### src/rtl/sorted_key_index_lookup_core_defines.svh
// Assertion macros for the sorted key index lookup core.
// Used by the top level; expects clk and rst_n in the including scope.
`ifndef SORTED_KEY_INDEX_LOOKUP_CORE_DEFINES_SVH
`define SORTED_KEY_INDEX_LOOKUP_CORE_DEFINES_SVH

`ifndef ASSERT_OFF
`define SKIL_ASSERT(lbl, cond) \
  lbl: assert property (@(posedge clk) disable iff (!rst_n) (cond)) \
    else $error("skil: invariant violated");
`define SKIL_ASSERT_IMP(lbl, ante, cons) \
  lbl: assert property (@(posedge clk) disable iff (!rst_n) (ante) |-> (cons)) \
    else $error("skil: same-cycle implication violated");
`define SKIL_ASSERT_NXT(lbl, ante, cons) \
  lbl: assert property (@(posedge clk) disable iff (!rst_n) (ante) |=> (cons)) \
    else $error("skil: next-cycle implication violated");
`else
`define SKIL_ASSERT(lbl, cond)
`define SKIL_ASSERT_IMP(lbl, ante, cons)
`define SKIL_ASSERT_NXT(lbl, ante, cons)
`endif

`endif

### src/rtl/skil_pkg.sv
// Package for the sorted key index lookup core: sizes, codes and payload types.
// No dependencies.
`timescale 1ns / 1ps
`default_nettype none

package skil_pkg;

  localparam int MAX_ENTRIES = 1024;
  localparam int MAX_BLOCKS  = 256;
  localparam int OFFSET_BITS = 24;
  localparam int KEY_W       = 64;
  localparam int CANDIDATES  = 2;

  localparam int ENTRY_CNT_W = 11;
  localparam int BLOCK_CNT_W = 9;
  localparam int SLOT_W      = 11;
  localparam int BLK_NUM_W   = 8;

  localparam int KEY_AW = $clog2(MAX_ENTRIES);
  localparam int VAL_AW = $clog2(MAX_ENTRIES + 1);
  localparam int BLK_AW = $clog2(MAX_BLOCKS + 1);
  localparam int POS_W  = $clog2(MAX_ENTRIES + 1);
  localparam int K_W    = $clog2(MAX_BLOCKS + 1);

  typedef logic [1:0] kind_t;
  localparam kind_t KIND_LOAD_KEY   = 2'd0;
  localparam kind_t KIND_LOAD_BLOCK = 2'd1;
  localparam kind_t KIND_SEARCH     = 2'd2;

  typedef logic cfg_index_t;
  localparam cfg_index_t CFG_ENTRY_COUNT = 1'b0;
  localparam cfg_index_t CFG_BLOCK_COUNT = 1'b1;

  typedef struct packed {
    kind_t                  kind;
    logic [SLOT_W-1:0]      slot;
    logic [KEY_W-1:0]       key;
    logic [OFFSET_BITS-1:0] byte_offset;
  } in_item_t;

  typedef struct packed {
    logic                   found;
    logic [BLK_NUM_W-1:0]   block_number;
    logic [OFFSET_BITS-1:0] offset_in_block;
    logic [OFFSET_BITS-1:0] value_length;
  } out_item_t;

  typedef struct packed {
    logic lt;
    logic eq;
    logic gt;
  } cmp_res_t;

endpackage

`default_nettype wire

### src/rtl/skil_cmp.sv
// Shared compare and offset subtract unit of the lookup sequencer.
// Depends on skil_pkg.
`timescale 1ns / 1ps
`default_nettype none

module skil_cmp (
  input  logic [skil_pkg::KEY_W-1:0]       op_a,
  input  logic [skil_pkg::KEY_W-1:0]       op_b,
  output skil_pkg::cmp_res_t               res,
  output logic [skil_pkg::OFFSET_BITS-1:0] diff
);
  import skil_pkg::*;

  always_comb begin
    res.lt = (op_a < op_b);
    res.gt = (op_a > op_b);
    res.eq = (op_a == op_b);
    diff   = op_a[OFFSET_BITS-1:0] - op_b[OFFSET_BITS-1:0];
  end

endmodule

`default_nettype wire

### config.mk
export PLATFORM = sky130hd
export DESIGN_NAME = skil_cmp
export DESIGN_NICKNAME = d
export VERILOG_FILES = /design/src/rtl/sorted_key_index_lookup_core_defines.svh /design/src/rtl/skil_pkg.sv /design/src/rtl/skil_cmp.sv
export SDC_FILE = /design/constraint.sdc
export NUM_CORES = 1
export LEC_CHECK = 0
export BUFFER_PORTS_ARGS = -buffer_cell sky130_fd_sc_hd__buf_2
export CAP_MARGIN = 40
export CORE_UTILIZATION = 30
export DETAILED_ROUTE_END_ITERATION = 10
export PLACE_DENSITY_LB_ADDON = 0.15
export SLEW_MARGIN = 20
export SYNTH_ARGS = -nofsm -noshare
export SYNTH_HDL_FRONTEND = slang
export SYNTH_SLANG_ARGS = --single-unit
### constraint.sdc
create_clock -name vclk -period 5.5
set_input_delay 0.55 -clock vclk [all_inputs]
set_output_delay 0.55 -clock vclk [all_outputs]
set_load 0.005 [all_outputs]
* After elaboration in Yosys (flattened, before gate mapping) *
Index checks and enable logic that the tools add are counted.

cells by class
  shift operators = 0
  $mul = 0
  $lt $le $gt $ge = 2
  equal/unequal tests = 1
  divide/modulo/power cells = 0
  add/sub/neg operators = 1
  bitwise operators = 0
  reductions and logical operators = 0
  multiplexer cells = 0

operators with widths
  kind                 number
  == test 64 bit       1
  > comparator 64 bit  1
  < comparator 64 bit  1
  subtractor 24 bit    1

storage, ports and cells
  memories = 0
  register bits after elaboration = 0
  word-level logic and storage cells = 4
  memory bits (writable) = 0
  output and inout bits = 27
  input bits = 128
  memory bits (read-only) = 0
  bits in latches = 0

* Logic depth before layout (Yosys ltp) *
  depth after elaboration = 1
  mapped depth = 11
  depth with buffers taken out = 11

* Worst setup path after synthesis *
OpenSTA, ideal clock, no wires.

  path type = input port to output port
  start point = input op_b[1] (netlist name)
  end point = output diff[21] (netlist name)
  slack = 2.578 ns
  buffers on the path = 0
  arrival = 2.372 ns
  required time = 4.950 ns
  cell stages on the path = 10
  cell sequence = inv_1 ha_1 nor2b_1 o211ai_1 a211o_1 a41o_1 and4bb_1 a211oi_2 a311oi_2 xor2_1

between the ends
  word-level cells in the longest chain between the ends = 1

RTL lines
  element            line            source
  from (decl)        skil_cmp.sv:8   input logic [skil_pkg::KEY_W-1:0] op_b,
  subtractor 24 bit  skil_cmp.sv:18  diff = op_a[OFFSET_BITS-1:0] - op_b[OFFSET_BITS-1:0];
  to (decl)          skil_cmp.sv:10  output logic [skil_pkg::OFFSET_BITS-1:0] diff

No other way between the ends.

* Final worst setup path *
  start point = input op_b[1] (netlist name)
  end point = output diff[23] (netlist name)

Same word-level chain as after synthesis.

==> impl_metrics.csv <==
group,metric,value,unit
die,coreArea,0.00741,sq mm
die,num_rows,31,
synth,syn-cell-area,0.00234,sq mm
place,numPortBuffers,155,
hold_path,holdPathStages,4,
route,routed_via_density,4.69,
finish,num_antenna_cells,0,
die,start_util,31.6,%
die,fp.dieW,90.3,microns
finish,multi_input_area,0.00206,sq mm
synth,yosysTopAreaCellShare,34.2,%
timing,worstMarginPinSlew,0.507,ns
power,ir_worst_vdd,0.0476,mV
route,drt_first_pass_iters,4,
timing,layout_min_cycle_time,3.30,ns
power,total_power,0.000307,W
timing,setup_tns,0,ns
synth,synth_top_family_by_area,"adder cells",
place,place_congestion,0.896,
worst_setup_path,worst_path_max_delay_cell,"a211o_1",
run,maxCapViolations,0,
worst_setup_path,critPathMostFrequentCell,"buf_2",
timing,finalSetupViolCount,0,
synth,yosysTopAreaCell,"ha_1",
timing,period_share,59.9,%
timing,hold_slack,1.44,ns
die,io_pins,155,
synth,synth_fa_ha_area_share,35.1,%
route,vias,2770,
worst_setup_path,crit_start,"op_b[1]",
status,outcome,"finished, final reports clean",
global_route,grt_pass1_vias,2485,
finish,seq_cell_count,0,
global_route,grt_util_all_layers,14.7,%
cts,postCtsHoldBufs,0,
timing,rsz0062_at_grt,"no",
worst_setup_path,cp.arrival,2.75,ns
route,wl_per_cell,10.7,microns
synth,synth_compound_area_share,29.1,%
synth,syn-num-nets,533,
synth,ys_warn_count,0,
timing,setup_slack,2.20,ns
finish,n_clock_buffer,0,
worst_setup_path,cp.required,4.95,ns
place,preCtsSetupSlack,2.21,ns
finish,n_fill_cell,804,
hold_path,min_path_type,"input pin to primary output",
finish,register_area,0,sq um
synth,synth_xor_area_share,7.86,%
worst_setup_path,cp_cell_sequence,"buf_2 > inv_1 > ha_1 > nor2b_1 > o211ai_1 > a211o_1 > a41o_1 > and4bb_1 > a211oi_2 > o21ai_1 > xor2_1 > buf_2",
worst_setup_path,critPathMaxStageDelay,0.35,ns
finish,drive_above_1_share,32.0,%
cts,cts_setup_buffers,0,
route,wirelength,6.32,mm
hold_path,min_to,"diff[0]",
power,p_per_area,95.2,mW/mm^2
synth,ys_seq_area_share,0,%
worst_setup_path,crit_path_start_kind,"input pin",
synth,syn_inst,340,
synth,avgSynthCellArea,6.89,sq um
timing,fmax,0.303,GHz
synth,synth.area.top_cells,"ha_1, inv_1, a21o_1",
hold_path,holdCritStartpoint,"op_b[0]",
synth,synth_commonest_cells,"inv_1, ha_1, a21oi_1",
global_route,grt_first_pass_wirelength,10.4,mm
synth,synth-simple-area-share,15.9,%
timing,drv_slew,0,
worst_setup_path,crit_fanout,3,
synth,ys_types,42,
worst_setup_path,setup.worst_path.end_class,"primary output",
timing,hold_viol,0,
route,drc,0,
finish,areaGrowthSynthToFinish,37.7,%
timing,slew_headroom,65.9,%
route,ant_nets,0,
die,dieHeight,90.3,microns
power,p_leak,2.05,nW
place,place_hpwl,5.72,mm
worst_setup_path,critPathKind,"input pin to primary output",
cts,ctsResizeCount,0,
global_route,grt_max_degree,9,
global_route,antenna_found_initial,0,
global_route,grt.overflow.total,0,
synth,muxShareOfSynthArea,0,%
die,design.die.area,0.00816,sq mm
finish,fin_nets,686,
synth,synth_most_common_cell,"inv_1",
route,drtIter0Drc,35,
placed cells by master (no fill, tap or decap), types with 4 or more instances in the layout:
cell type | netlist | routed
a21oi_1 | 32 | 32
nand2_1 | 15 | 15
nand4_1 | 10 | 10
xor2_1 | 7 | 7
inv_1 | 71 | 71
o21ai_0 | 7 | 7
a21o_1 | 30 | 30
ha_1 | 64 | 64
o21ai_1 | 9 | 9
buf_2 | 1 | 155
nor2b_1 | 4 | 4
nor3_1 | 4 | 4
nor2_1 | 23 | 23
nand3_1 | 9 | 9
xnor2_1 | 14 | 14
where the power goes:
group          total [W]  switching (W)  internal (W)
Sequential             0              0             0
Clock                  0              0             0
Combinational   0.000307       0.000150      0.000157
worst max-delay path, delay by kind of cell:
| kind | cells | cell delay [ns] |
|---|---|---|
| AND/OR/NAND/NOR | 2 | 0.44 |
| AO/OA/AOI/OAI | 5 | 1.05 |
| XOR/XNOR | 1 | 0.18 |
| adder cells (fa/ha/maj) | 1 | 0.26 |
| buffers and inverters | 3 | 0.27 |
layout make-up:
cell class	instances	area share, %
inverters	71	8.27
repair buffers	155	24.1
well taps	99	3.84
multi-input cells	265	63.8
worst max path at each step:
stage,slack (ns),to,cells past startpoint
final,2.20,diff[23],12
after global routing,2.05,diff[21],12
after CTS,2.20,diff[21],10
after detailed placement,2.21,diff[21],12
after global placement,2.24,diff[21],12
after floorplan,2.58,diff[21],10
layer usage:
metal	vias up	wire length, microns	global-route usage (%)
li1	1501	-	-
met1	1160	3060	20.2
met2	105	2890	26.0
met3	4	328	0.926
met4	0	36	0.941
met5	-	0	0
logic make-up after synthesis:
| logic type | after synthesis |
|---|---|
| fa+ha+maj | 65 |
| xor+xnor | 21 |
| buf+inv | 75 |
| simple gates | 76 |
| compound gates | 103 |
through the flow:
stage | instances | instance area [sq um] | util, %
2_1_floorplan | 340 | 2340 | -
3_3_place_gp | 590 | 3220 | 43.5
3_5_place_dp | 590 | 3220 | 43.5
4_1_cts | 590 | 3220 | 43.5
5_1_grt | 590 | 3220 | 43.5
6_report | 590 | 3220 | 43.5
No activity file was read; power rests on OpenSTA's default activity.
