## config.mk

```make
export PLATFORM = sky130hd
export DESIGN_NAME = skil_ram
export DESIGN_NICKNAME = d
export VERILOG_FILES = /design/src/rtl/sorted_key_index_lookup_core_defines.svh /design/src/rtl/skil_ram.sv
export SDC_FILE = /design/constraint.sdc
export NUM_CORES = 1
export LEC_CHECK = 0
export BUFFER_PORTS_ARGS = -buffer_cell sky130_fd_sc_hd__buf_2
export CAP_MARGIN = 10
export CORE_AREA = 2 2 105 107
export CTS_BUF_LIST = sky130_fd_sc_hd__clkbuf_8
export DETAILED_ROUTE_END_ITERATION = 10
export DIE_AREA = 0 0 107 109
export GPL_TIMING_DRIVEN = 0
export PLACE_DENSITY = 0.66
export SETUP_SLACK_MARGIN = 0.02
export SYNTH_ARGS = -nofsm -noshare
export SYNTH_HDL_FRONTEND = slang
export SYNTH_SLANG_ARGS = --single-unit
```

## constraint.sdc

```tcl
create_clock -name clk -period 3.7 [get_ports clk]
set_input_delay 0.555 -clock clk [delete_from_list [all_inputs] [get_ports clk]]
set_output_delay 0.555 -clock clk [all_outputs]
set_load 0.02 [all_outputs]
```

## src/rtl/sorted_key_index_lookup_core_defines.svh

```systemverilog
// Assertion macros for the sorted key index lookup core.
// Used by the top level; expects clk and rst_n in the including scope.
`ifndef SORTED_KEY_INDEX_LOOKUP_CORE_DEFINES_SVH
`define SORTED_KEY_INDEX_LOOKUP_CORE_DEFINES_SVH

`ifndef ASSERT_OFF
`define SKIL_ASSERT(lbl, cond) \
  lbl: assert property (@(posedge clk) disable iff (!rst_n) (cond)) \
    else $error("skil: invariant violated");
`define SKIL_ASSERT_IMP(lbl, ante, cons) \
  lbl: assert property (@(posedge clk) disable iff (!rst_n) (ante) |-> (cons)) \
    else $error("skil: same-cycle implication violated");
`define SKIL_ASSERT_NXT(lbl, ante, cons) \
  lbl: assert property (@(posedge clk) disable iff (!rst_n) (ante) |=> (cons)) \
    else $error("skil: next-cycle implication violated");
`else
`define SKIL_ASSERT(lbl, cond)
`define SKIL_ASSERT_IMP(lbl, ante, cons)
`define SKIL_ASSERT_NXT(lbl, ante, cons)
`endif

`endif

```

## src/rtl/skil_ram.sv

```systemverilog
// Generic single-write, single-read RAM with registered read data.
// No dependencies.
`timescale 1ns / 1ps
`default_nettype none

module skil_ram #(
  parameter int WIDTH = 8,
  parameter int DEPTH = 16
) (
  input  logic                     clk,
  input  logic                     we,
  input  logic [$clog2(DEPTH)-1:0] waddr,
  input  logic [WIDTH-1:0]         wdata,
  input  logic [$clog2(DEPTH)-1:0] raddr,
  output logic [WIDTH-1:0]         rdata
);

  logic [WIDTH-1:0] mem_r [DEPTH];
  logic [WIDTH-1:0] rdata_r;

  always_ff @(posedge clk) begin
    if (we) begin
      mem_r[waddr] <= wdata;
    end
    rdata_r <= mem_r[raddr];
  end

  assign rdata = rdata_r;

endmodule

`default_nettype wire

```

-- Word-level counts from Yosys, hierarchy flattened
Memory sizes are Yosys's and may differ from the RTL's. A register that Yosys moved wholly into a read port is not among the register bits.
Index checks and enable logic that the tools add are counted.
- mux-type cells: 2
- operators by type and width (operator ; count):
    two-way mux 1 bit ; 2
- output and inout port bits: 8
- logic and storage cells: 3
- memories: 1
- flip-flop bits (word level): 0
- memory bits (writable): 128
- input bits: 18
- memory list (name ; depth ; width ; rd ports ; clocked after Yosys merged registers in ; wr ports ; line ; source):
    mem_r ; 16 ; 8 ; 1 ; 1 ; 1 ; skil_ram.sv:18 ; logic [WIDTH-1:0] mem_r [DEPTH];

-- Logic depth before layout (Yosys ltp)
Gate-level depths: netlist of the first run.
- depth in word-level cells: 2
- mapped depth: 5

-- Worst setup path before layout of the first run
OpenSTA, ideal clock, no wires.
- path kind: input -> register
- start point: input port waddr[2]
- end point: memory mem_r[0][0] (enable)
- required time: 3317 ps
- cell stages on the path: 2
- library setup time: 383 ps
- arrival: 1665 ps
- buffers on the path: 0
- setup slack: 1652 ps
- cell sequence: or3b_2 nor3_1
- RTL lines (item ; line ; source):
    from (decl) ; skil_ram.sv:12 ; input logic [$clog2(DEPTH)-1:0] waddr,
    to (decl) ; skil_ram.sv:18 ;
Straight into the memory's write port.

-- Worst setup path after layout of the first run
- start point: input port waddr[2]
- end point: memory mem_r[0][7] (enable)
Straight into the memory's write port.

==> metrics.md, run 1 <==
| Metric | Value |
|---|---|
| H-tree Lvls | 4 |
| Post-synth top area cell | edfxtp_1 |
| Worst reg2reg path endpoint | rdata[7] |
| Tmin final | between 2 and 2.5 ns |
| Starting Density | between 40% and 50% |
| Startpoint types | primary input |
| Number of synthesized flops with an enable pin | roughly 130 |
| Hold Startpoint | wdata[0] |
| # diodes | 0 |
| Clock-pin transition on the worst setup and hold timing paths | 0.07 ns |
| Worst Skew | just under 0.01 ns |
| DR WL/cell | between 20 and 25 um |
| Post-synth top flop | edfxtp_1 |
| Post-synthesis cell area | 0.00515 sq mm |
| Pin count of the biggest net entering global routing | 17 |
| TritonCTS clock tree | built |
| Worst path required time | 3.75 ns |
| DRC Markers | 0 |
| Max clock buf depth | 2 |
| Fillcell total | 809 |
| Sequential share of the synthesized area | 77.8% |
| First-pass GRT wire length | roughly 14000 um |
| Setup TNS | 0 ns |
| Synth top area share | 74.7% |
| Reg2Reg Setup Slack | 2.31 ns |
| Sink Count | 136 |
| Initial antenna violation count | 0 |
| DRT iter0 DRCs | 170 |
| Die Ht | 109 um |
| Row cnt | 38 |
| CP cell instances | buf_2 -> or3b_2 -> nor3_1 |
| Vias in the first global route | 2340 |
| Fin Hold WS | 0.524 ns |
| Unrepaired setup endpoints after global routing | no |
| Antenna Violating Nets Remaining | 0 |
| Final Hold Viols | 0 |
| Distinct cells, synth | 19 |
| Total routed wirelength | 9460 um |
| Seq cells post-synth | about 140 |
| I/O Buffers | 24 |
| Worst path slowest cell | nor3_1 |
| Top cells by count, synth | edfxtp_1, mux4_2, a22oi_1 |
| Max Fclk | 483 MHz |
| Gr usage total | 18.0% |
| Status | complete, no violations |
| Setup bufs post-CTS | 0 |
| PwrDens | 547 mW/mm^2 |
| Leakage power | 1.99 nW |
| Max Transition Viols Final | 0 |
| Syn Nets | 247 |
| Post-Syn Instances | 229 |
| Sequential cell area | 0.00400 sq mm |
| CP bufs+invs | 1 |
| Critical R2R Launch | mem_r[3][7] |
| Crit. End Element | flip-flop |
| Peak supply drop | approximately 0.29 mV |
| Least-Margin Pin Slew | 1.17 ns |
| CP peak stage delay | 0.92 ns |
| Ports | 26 |
| Chip width | approximately 110 um |
| Hold Path Class | in -> reg |
| Hold EP | mem_r[10][0] |
| HPWL after detailed placement | 5890 um |
| Crit Path Category | in -> reg |
| Top post-synthesis cells by area | edfxtp_1, mux4_2, mux4_1, dfxtp_1, a22oi_1 |
| Worst EP arrival | 2.12 ns |
| Max_cap viols | 0 |
| Crit-path leading delay family | simple AND/OR/NAND/NOR gates |
| DP Cell Count | just under 400 |
| Post-route insts no fill | 428 |
| Core Area | roughly 0.011 sq mm |
| Grt ovf | 0 |
| Pre-antenna DRT Iters | 5 |
| R2R cell count | 3 |
| Average size of a mapped cell | 22.5 sq um |
| Area of the multi-input gates | 0.00106 sq mm |
| Placer Congestion | between 0.7 and 0.8 |
| Clock root buffer | clkbuf_8 |
| Most frequent cell after synthesis | edfxtp_1 |
| Total CTS buffers | 17 |
| Worst skew pair latency | 0.43 ns |
| Worst slew margin | 21.1% |
| Final Cycle Share | a little under three fifths |
| FFs w/ async S/R, synth | 0% |
| Setup Viol. Count Final | 0 |
| NumNets Final | 293 |
| CP Max Fanout | 8 |
| Synth Warn # | 0 |
| Die area | 0.0117 sq mm |
| Post-cts repair resize count | 0 |
| Area grow syn2layout | 14.9% |
| Hold path cells | 1 |
| Via/cell ratio | 5.52 |
| Via count | 2361 |
| Fraction of layout cells with a size suffix above 1 | between 20% and 30% |
| Number of hold buffers added after CTS | 0 |
-- metal layers --
layer | share of wire [%] | vias up | global-route usage (%) | wire length, um
met4 | 1.1 | 0 | 7.24 | 108
li1 | - | 1067 | - | -
met5 | 0 | - | 0 | 0
met1 | 45 | 1202 | 24.4 | 4230
met3 | 5.7 | 11 | 5.44 | 537
met2 | 48 | 81 | 27.7 | 4580
-- worst max-delay path by stage --
stage / from / end / slack (ns) / depth (start not counted)
after detailed placement: waddr[2] / mem_r[0][0] / 1.17 / 3
after CTS: waddr[2] / mem_r[0][7] / 1.64 / 3
after global routing: waddr[2] / mem_r[0][6] / 1.58 / 3
final: waddr[2] / mem_r[0][7] / 1.63 / 3
after floorplan: waddr[2] / mem_r[0][0] / 1.65 / 2
after global placement: waddr[2] / mem_r[0][0] / 1.12 / 3
-- final cells by class --
cell class | count | share of cell area [%]
sequential | 136 | 67.7
multi-input combinational | 83 | 17.9
clock buffer | 22 | 5.12
tap | 140 | 2.96
timing repair buffer | 27 | 2.41
clock inverter | 10 | 2.50
buffer | 10 | 1.46
-- power breakdown --
group	internal, W	total (W)	switching [W]
Clock	0.000816	0.00133	0.000519
Combinational	0.0000690	0.000174	0.000105
Sequential	0.00172	0.00173	0.00000720
Total	0.00261	0.00324	0.000631
-- kinds of logic after synthesis --
kind of cell | Yosys count | synth area share [%]
flip-flops | 136 | 77.8
AND/OR/NAND/NOR | 35 | 3.18
multiplexers | 32 | 15.0
AO/OA/AOI/OAI | 16 | 2.33
buffers and inverters | 10 | 1.68
-- metrics by stage --
| step | worst slack [ns] | util (%) | area, sq um | power (W) |
|---|---|---|---|---|
| after floorplan | 1.65 | - | 5150 | 0.00186 |
| after global routing | 1.58 | 55.8 | 5920 | 0.00334 |
| after global placement | 1.12 | 51.3 | 5440 | 0.00193 |
| after CTS | 1.64 | 55.6 | 5890 | 0.00326 |
| final | 1.63 | 55.8 | 5920 | 0.00324 |
| after detailed placement | 1.17 | 51.3 | 5440 | 0.00194 |
-- sequential cells by signal, indices dropped and copies added, names as in the netlist --
name and cells:
mem_r 128, rdata 8
-- placed cells by master (no fill, tap or decap), types with 4 or more instances in the layout --
cell type / synthesis / final
a22oi_1: 16 / 16
nor2_1: 13 / 13
clkinv_2: 0 / 4
edfxtp_1: 128 / 128
nand2_1: 9 / 9
mux4_1: 14 / 14
buf_2: 3 / 27
dfxtp_1: 8 / 8
mux4_2: 18 / 18
bufinv_16: 0 / 4
nor3_1: 4 / 4
clkbuf_8: 0 / 22
Power figures use the tool's default switching activity.
==> inputs of run 2 (changes only) <==
--- a/config.mk
+++ b/config.mk
@@ -5,14 +5,15 @@
 export SDC_FILE = /design/constraint.sdc
 export NUM_CORES = 1
 export LEC_CHECK = 0
+export ABC_AREA = 1
 export BUFFER_PORTS_ARGS = -buffer_cell sky130_fd_sc_hd__buf_2
 export CAP_MARGIN = 10
-export CORE_AREA = 2 2 105 107
+export CORE_AREA = 2 2 111 113
 export CTS_BUF_LIST = sky130_fd_sc_hd__clkbuf_8
 export DETAILED_ROUTE_END_ITERATION = 10
-export DIE_AREA = 0 0 107 109
+export DIE_AREA = 0 0 113 115
 export GPL_TIMING_DRIVEN = 0
-export PLACE_DENSITY = 0.66
+export PLACE_DENSITY = 0.68
 export SETUP_SLACK_MARGIN = 0.02
 export SYNTH_ARGS = -nofsm -noshare
 export SYNTH_HDL_FRONTEND = slang
==> constraint.sdc (replaced) <==
create_clock -name clk -period 1.9 [get_ports clk]
set_input_delay 0.285 -clock clk [delete_from_list [all_inputs] [get_ports clk]]
set_output_delay 0.285 -clock clk [all_outputs]
set_load 0.02 [all_outputs]
==> run 2 against run 1 <==
The run now ends with design-rule violations left; global-route usage rose by 3.7 points; first-iteration DRC count is 130% higher; wire length rose by 42%; register-to-register slack got worse by 1.5 ns; sequential power grew 95%; clock-buffer cell count fell by 5; synthesized cell count is 140% higher; combinational power grew to 2.6 times the previous value; final cell count rose by 76%; largest cell class unchanged; utilization decreased by 0.93 points.
==> metrics.md, run 2 <==
| Metric | Value |
|---|---|
| Status | finished with violations |
| Violated checks | design-rule violations |
| NumNets Final | 610 (+110%) |
| Number of hold buffers added after CTS | 0 (unchanged) |
| First-pass GRT wire length | 20600 um (+47%) |
| Worst path required time | 1.96 ns (-1.79 ns) |
| Via count | 3917 (+66%) |
| Place WS | 0.0653 ns (-1.11 ns) |
| TritonCTS clock tree | built |
| DR WL/cell | 17.8 um (-19%) |
| Fillcell total | 1018 (+26%) |
| Core Area | 0.0118 sq mm (+11%) |
| Total CTS buffers | 17 (unchanged) |
| Top cells by count, synth | nand2_1, edfxtp_1, inv_1 |
| # diodes | 0 (unchanged) |
| Via/cell ratio | 5.21 (-5.6%) |
| DRC Markers | 1 (+1) |
| Startpoint types | primary input |
| Peak supply drop | 0.495 mV (+73%) |
| Final Hold Viols | 0 (unchanged) |
| Unrepaired setup endpoints after global routing | no |
| Synth top area share | 66.7% (-8.0 points) |
| Crit Path Category | in -> reg |
| I/O Buffers | 22 (-8.3%) |
| Syn Nets | 569 (+130%) |
| Row cnt | 40 (+5.3%) |
| Max_cap viols | 0 (unchanged) |
| Clock root buffer | clkbuf_8 |
| Die area | 0.0130 sq mm (+11%) |
| Ports | 26 (unchanged) |
| Vias in the first global route | 3672 (+57%) |
| Total routed wirelength | 13400 um (+42%) |
| Commonest non-fill, non-tap cell in the layout | nand2_1 |
| Least-Margin Pin Slew | 1.04 ns (-0.129 ns) |
| Worst slew margin | 30.1% (+8.9 points) |
| Distinct cells, synth | 12 (-7) |
| DP Cell Count | 720 (+83%) |
| Starting Density | 48.8% (+0.28 points) |
| Fraction of layout cells with a size suffix above 1 | 12.4% (-17 points) |
| Setup TNS | 0 ns (unchanged) |
| Pwr Total | 0.00633 W (+96%) |
| Clock-pin transition on the worst setup and hold timing paths | 0.08 ns (about the same) |
| Tmin final | roughly 1.4 ns |
| PwrDens | 977 mW/mm^2 (+79%) |
| Sequential cell area | 0.00400 sq mm (unchanged) |
| Initial antenna violation count | 0 (unchanged) |
| Post-route insts no fill | 752 (+76%) |
| Pin count of the biggest net entering global routing | 17 (unchanged) |
| DRT iter0 DRCs | 395 (+130%) |
| Final Cycle Share | 74.5% |
| H-tree Lvls | 4 (unchanged) |
| Crit. End Element | flip-flop |
| Average size of a mapped cell | 10.5 sq um (-53%) |
| Setup bufs post-CTS | 0 (unchanged) |
| Sequential share of the synthesized area | 69.4% (-8.4 points) |
| Most frequent cell after synthesis | nand2_1 |
| Die Ht | 115 um (+5.5%) |
| Gr usage total | 21.7% (+3.7 points) |
| Antenna Violating Nets Remaining | 0 (unchanged) |
| Worst Skew | 0.0138 ns (+0.00391 ns) |
| Area grow syn2layout | 12.4% |
| Post-synth top flop | edfxtp_1 |
| Pre-antenna DRT Iters | 9 (+4) |
| HPWL after detailed placement | 8690 um (+48%) |
| Register bank with the most flops | mem_r |
| CP Max Fanout | 8 (unchanged) |
| Post-cts repair resize count | 0 (unchanged) |
| Max reg flops | 128 (unchanged) |
| Worst EP arrival | 1.47 ns (-0.65 ns) |
| Grt ovf | 0 (unchanged) |
| Synth Warn # | 0 (unchanged) |
| Setup Viol. Count Final | 0 (unchanged) |
| Sink Count | 136 (unchanged) |
| Chip width | 113 um (+5.6%) |
| Post-synthesis cell area | 0.00577 sq mm (+12%) |
| Max clock buf depth | 2 (unchanged) |
| Top post-synthesis cells by area | edfxtp_1, nand2_1, nand3_1, inv_1, dfxtp_1 |
| Setup ws final | 0.484 ns (-1.14 ns) |
| Worst skew pair latency | 0.45 ns (+0.02 ns) |
| FFs w/ async S/R, synth | 0% (unchanged) |
| Most frequent cells in the layout | nand2_1, edfxtp_1, inv_1 |
| Leakage power | 2.82 nW (+41%) |
| Post-Syn Instances | 551 (+140%) |
| Post-synth top area cell | edfxtp_1 |
| Area of the multi-input gates | 0.00121 sq mm (+15%) |
| Placer Congestion | 0.839 (+20%) |
| Max Transition Viols Final | 0 (unchanged) |
| Max Fclk | 706 MHz |
| Seq cells post-synth | 136 (unchanged) |
| Hold Path Class | in -> reg |
| Number of synthesized flops with an enable pin | 128 (unchanged) |
run 2: cell types whose count changed in the layout (fill, tap and decap cells not counted), moves of 4 or more:
| cell | previous run | this run |
|---|---|---|
| a22oi_1 | 16 | 0 |
| buf_2 | 27 | 35 |
| clkbuf_8 | 22 | 17 |
| nand3_1 | 1 | 97 |
| inv_1 | 2 | 101 |
| mux4_1 | 14 | 0 |
| nor2_1 | 13 | 17 |
| nand2_1 | 9 | 173 |
| mux4_2 | 18 | 0 |
| nor3_1 | 4 | 0 |
run 2: path summary, 6_finish.rpt:
path	startpoint	endpoint	slack, ns	cells after the start
worst max register to register	mem_r[2][0]	rdata[0]	0.85	6
worst min register to register	mem_r[12][7]	rdata[7]	0.69	6
worst min-delay path	wdata[4]	mem_r[12][4]	0.26	1
worst max-delay path	waddr[3]	mem_r[6][0]	0.48	3
run 2: metrics by stage:
| stage | area (sq um) | util (%) | hold slack (ns) |
|---|---|---|---|
| after global placement | 6060 | 51.3 | 0.675 |
| after floorplan | 5770 | - | 0.384 |
| final | 6480 | 54.9 | 0.257 |
| after detailed placement | 6060 | 51.3 | 0.681 |
| after global routing | 6480 | 54.9 | 0.250 |
| after CTS | 6480 | 54.9 | 0.231 |
run 2: final cells by class:
type / instances / share of cell area, %
tap: 147 / 2.84
sequential: 136 / 61.8
clock inverter: 15 / 2.86
inverter: 102 / 5.91
buffer: 24 / 2.57
multi-input combinational: 289 / 18.7
clock buffer: 17 / 3.61
timing repair buffer: 22 / 1.70
run 2: metal layers:
metal	up-vias	part of all wire [%]	GRT usage, %
li1	1856	-	-
met4	0	2.3	7.64
met3	29	8.5	5.85
met2	183	47	33.8
met1	1849	43	29.9
met5	-	0	0
run 2: critical path: stages:
cell and delay (ns):
buf_2 0.12, nand3b_1 0.26, nor2_1 0.81
run 2: logic make-up (layout without fill, tap and decap cells):
kind of cell | after synthesis | after routing | synth area share, %
buf+inv | 126 | 180 | 9.52
flops | 136 | 136 | 69.4
simple gates | 289 | 289 | 21.0
run 2: where the power goes:
group | internal (W) | switching (W) | total [W]
logic | 0.000129 | 0.000326 | 0.000455
clock network | 0.00141 | 0.00110 | 0.00251
registers | 0.00335 | 0.0000166 | 0.00337
